==> config.mk <==
export PLATFORM = sky130hd
export DESIGN_NAME = fcgb_mac
export DESIGN_NICKNAME = d
export VERILOG_FILES = /design/src/rtl/core/fcgb_pkg.sv /design/src/rtl/core/fcgb_mac.sv
export SDC_FILE = /design/constraint.sdc
export NUM_CORES = 2
export LEC_CHECK = 0
export BUFFER_PORTS_ARGS = -buffer_cell sky130_fd_sc_hd__buf_2
export CAP_MARGIN = 20
export CORE_MARGIN = 4
export CORE_UTILIZATION = 50
export CTS_BUF_LIST = sky130_fd_sc_hd__clkbuf_8 sky130_fd_sc_hd__clkbuf_16
export CTS_CLUSTER_DIAMETER = 100
export DETAILED_ROUTE_END_ITERATION = 10
export PLACE_DENSITY_LB_ADDON = 0.3
export SETUP_SLACK_MARGIN = 0.02
export SKIP_CTS_REPAIR_TIMING = 1
export SLEW_MARGIN = 30
export SYNTH_ARGS = -nofsm -noshare
export SYNTH_HDL_FRONTEND = slang
export SYNTH_SLANG_ARGS = --single-unit
==> constraint.sdc <==
create_clock -name clk -period 8.8 [get_ports clk]
set_input_delay 1.32 -clock clk [delete_from_list [all_inputs] [get_ports clk]]
set_output_delay 1.32 -clock clk [all_outputs]
set_load 0.01 [all_outputs]
==> src/rtl/core/fcgb_pkg.sv <==
`timescale 1ns / 1ps
// ----------------------------------------------------------------------------
// fcgb_pkg
// Shared constants for the flag count (Gaussian binomial) unit.
// ----------------------------------------------------------------------------
package fcgb_pkg;
  localparam int unsigned MaxReducedK = 32;
  localparam int unsigned MaxReducedN = 64;
  localparam int unsigned WordW       = 64;
  localparam int unsigned OutDataW    = 72;  // count + status, byte padded
  localparam int unsigned CfgIdxW     = 2;

  localparam logic [CfgIdxW-1:0] RegFieldSize = 2'd0;
  localparam logic [CfgIdxW-1:0] RegSpaceDim  = 2'd1;

  localparam logic [WordW-1:0] FieldSizeReset = 64'd2;

  typedef struct packed {
    logic            start;
    logic [WordW-1:0] a;
    logic [WordW-1:0] b;
    logic [WordW-1:0] c;
  } mac_req_t;

  typedef struct packed {
    logic            done;
    logic            ovf;
    logic [WordW-1:0] res;
  } mac_rsp_t;
endpackage

==> src/rtl/core/fcgb_mac.sv <==
`timescale 1ns / 1ps
// ----------------------------------------------------------------------------
// fcgb_mac
// Multi-cycle 64x64 multiply-add with 64-bit overflow detect.
// Four 32x32 partial products, one per cycle; done is raised with the registered result.
// ----------------------------------------------------------------------------
module fcgb_mac (
  input  logic                      clk,
  input  logic                      rst,
  input  fcgb_pkg::mac_req_t        req,
  output fcgb_pkg::mac_rsp_t        rsp
);
  import fcgb_pkg::*;

  logic [WordW-1:0]   a, b, c;
  logic [2:0]         step;
  logic               busy;
  logic [63:0]        pp;
  logic [127:0]       acc;
  logic [31:0]        ah, bh;
  logic [1:0]         pidx;
  logic [127:0]       addend;
  logic [64:0]        fsum;
  logic               done_q, ovf_q;
  logic [WordW-1:0]   res_q;

  assign pidx = step[1:0];
  assign ah   = pidx[0] ? a[63:32] : a[31:0];
  assign bh   = pidx[1] ? b[63:32] : b[31:0];

  assign rsp = {done_q, ovf_q, res_q};

  // weight of the product formed in the previous step
  always_comb begin
    unique case (step[1:0] - 2'd1)
      2'd0:    addend = {64'd0, pp};
      2'd1:    addend = {32'd0, pp, 32'd0};
      2'd2:    addend = {32'd0, pp, 32'd0};
      default: addend = {pp, 64'd0};
    endcase
  end

  assign fsum = {1'b0, acc[63:0]} + {1'b0, c};

  always_ff @(posedge clk) begin
    if (rst) begin
      busy   <= 1'b0;
      step   <= 3'd0;
      done_q <= 1'b0;
    end else begin
      done_q <= 1'b0;
      if (req.start) begin
        busy <= 1'b1;
        step <= 3'd0;
      end else if (busy) begin
        step <= step + 3'd1;
        if (step == 3'd5) begin
          busy   <= 1'b0;
          done_q <= 1'b1;
        end
      end
    end
  end

  always_ff @(posedge clk) begin
    if (req.start) begin
      a   <= req.a;
      b   <= req.b;
      c   <= req.c;
      acc <= '0;
    end else if (busy) begin
      if (step < 3'd4) begin
        pp <= ah * bh;
      end
      if (step >= 3'd1 && step <= 3'd4) begin
        acc <= acc + addend;
      end
      if (step == 3'd5) begin
        res_q <= fsum[63:0];
        ovf_q <= (|acc[127:64]) | fsum[64];
      end
    end
  end
endmodule

==> metrics <==
die area=125000 um^2; worst skew pair latency=0.70 ns; Worst setup EP type=flop; fin crit share=98.1%; vias in the first global route=51200; DRT Wirelength=211 mm; most frequent cells in the layout=inv_1, fa_1, nand2_1, nor2_1, ha_1; Yosys reg bits=454; largest cells by area after synthesis=fa_1, edfxtp_1, ha_1; clk_skew=0.0442 ns; post-synth top area cell=fa_1; largest net degree at the start of global routing=76; Min-Delay Path Class=flop to flop; Sink Count=454; EDFF count, synth=321; drt pass-1 iters=8; first-pass GRT wire length=316 mm; GRT Util Overall=33.4%; TritonCTS clock tree=done; Routed Antenna Nets=0; maximum clock frequency=0.116 GHz; Max Slew Vio Count=0; Req. time, crit path=9.20 ns; Main synth FF type=edfxtp_1; CTS HTree Levels=2; Post-Syn Instances=6581; FILL cells=10700; initial antenna violation count=8; GR Overflow Total=0; root buf cell=clkbuf_16; CP arrival=9.04 ns; Core Region=118000 um^2; fin nets=8396; TritonCTS Buffers=54; final setup fails=0; Synth top area share=30.0%; most common cell after layout, fill and taps aside=inv_1; share of cells above drive strength 1=11.3%; CTS clk-pin slew, worst paths=0.06 ns; post-synthesis sequential area ratio=20.5%; Worst setup SP type=flop; Fin. Hold Viols=0; minimum clock period=8.63 ns; total of max-cap violations=0; DR iter-0 viols=4939; Core Util, Final=56.5%; CP max stage delay=0.58 ns; RD Place Congestion=1.03; WS Path Type=flop to flop; detailed-route via count=49800; slew margin rel.=36.9%; final worst setup slack=0.166 ns; Initial Utilization=50.6%; Most common cell on crit path=fa_1; Slew @ Worst Pin=0.945 ns; CP max FO=19; Buffers on Ports=260; count of different cell masters after synthesis=73; Post-Syn Nets=8131; WL per Instance=24.8 um; RSZ-0062 raised after global routing=true; Via density=5.87; final hold slack=0.481 ns; Die Y=354 um; Async SR Flop Fraction=0%; synth-to-layout area growth=11.7%; slowest CP cell=fa_1; CTS max path bufs=3; HPWL after DPL=171 mm; Final TNS setup=0 ns; post-synthesis cell area=59900 um^2; # rows=126; worst slack at placement=0.142 ns; status=complete, no violations; Die X-Extent=354 um; DRC viols=0; top-level I/O count=261; average cell area after synthesis=9.10 um^2; Synth Warn #=0
==> per-layer routing <==
metal / wire length [um] / share of wire (%) / GRT usage, %
met5: 38 / 0.018 / 0
met4: 15400 / 7.3 / 18.9
met3: 22100 / 10 / 8.34
met2: 94200 / 45 / 53.2
met1: 78800 / 37 / 41.5
==> Yosys cell counts (21+ instances only) <==
cell type,instances
inv_1,925
fa_1,898
nand2_1,804
nor2_1,776
ha_1,457
a21oi_1,410
edfxtp_1,321
clkbuf_1,291
o21ai_0,241
xnor2_1,148
a21o_1,140
dfxtp_1,133
xor2_1,94
nand4_1,88
and2_1,77
a22o_1,66
mux2i_1,65
mux2_2,62
nand3_1,58
nor3_1,53
o21bai_1,52
o21a_1,39
nand2b_1,34
a31oi_1,32
nor4_1,30
nor2b_1,27
buf_1,26
and3_1,24
a211oi_1,21
==> worst paths after layout <==
| kind | from | to | slack, ns | cells after the start |
|---|---|---|---|---|
| setup / recovery | step[1]$_SDFFE_PP0P_ | pp[63]$_DFFE_PP_ | 0.17 | 28 |
| hold / removal | acc[85]$_SDFFE_PP0P_ | acc[85]$_SDFFE_PP0P_ | 0.48 | 2 |
| setup reg to reg | step[1]$_SDFFE_PP0P_ | pp[63]$_DFFE_PP_ | 0.17 | 28 |
| hold reg to reg | acc[85]$_SDFFE_PP0P_ | acc[85]$_SDFFE_PP0P_ | 0.48 | 2 |
==> critical path, delay by kind of cell, from the launching register on <==
kind,cells,cell delay [ns]
fa+ha+maj,9,4.32
compound gates,10,2.07
buf+inv,5,0.59
simple gates,2,0.53
flops,1,0.48
mux,1,0.25
xor+xnor,1,0.09
==> per-stage QoR <==
step | instances | area (um^2)
floorplan | 6581 | 59900
global placement | 8379 | 64800
detailed placement | 8379 | 64800
CTS | 8480 | 66700
global route | 8491 | 66900
finish | 8494 | 66900
==> state kept, by name, indices dropped and copies added, names as in the netlist <==
register and count:
a 64, acc 128, b 64, busy 1, c 64, done_q 1, ovf_q 1, pp 64
res_q 64, step 3
==> cells by family after synthesis <==
family	after synthesis	synth area share [%]
compound gates	1127	11.8
xor+xnor	242	3.54
fa+ha+maj	1355	39.6
buf+inv	1252	7.89
flops	454	20.5
mux	127	2.25
simple gates	2024	14.4
==> area by class of cell <==
type                       instances  area (um^2)  area share [%]
multi-input combinational       4875        43100            64.5
sequential                       454        12300            18.4
timing repair buffer             536         4070            6.08
inverter                         925         3470            5.19
tap                             1600         2000            2.99
clock buffer                      54         1350            2.02
clock inverter                    47          549           0.821
antenna                            3         7.51          0.0112
Power is left out: the tool's default activity adds up to more than one toggle a clock period on the data nets, which glitch-free logic cannot reach.
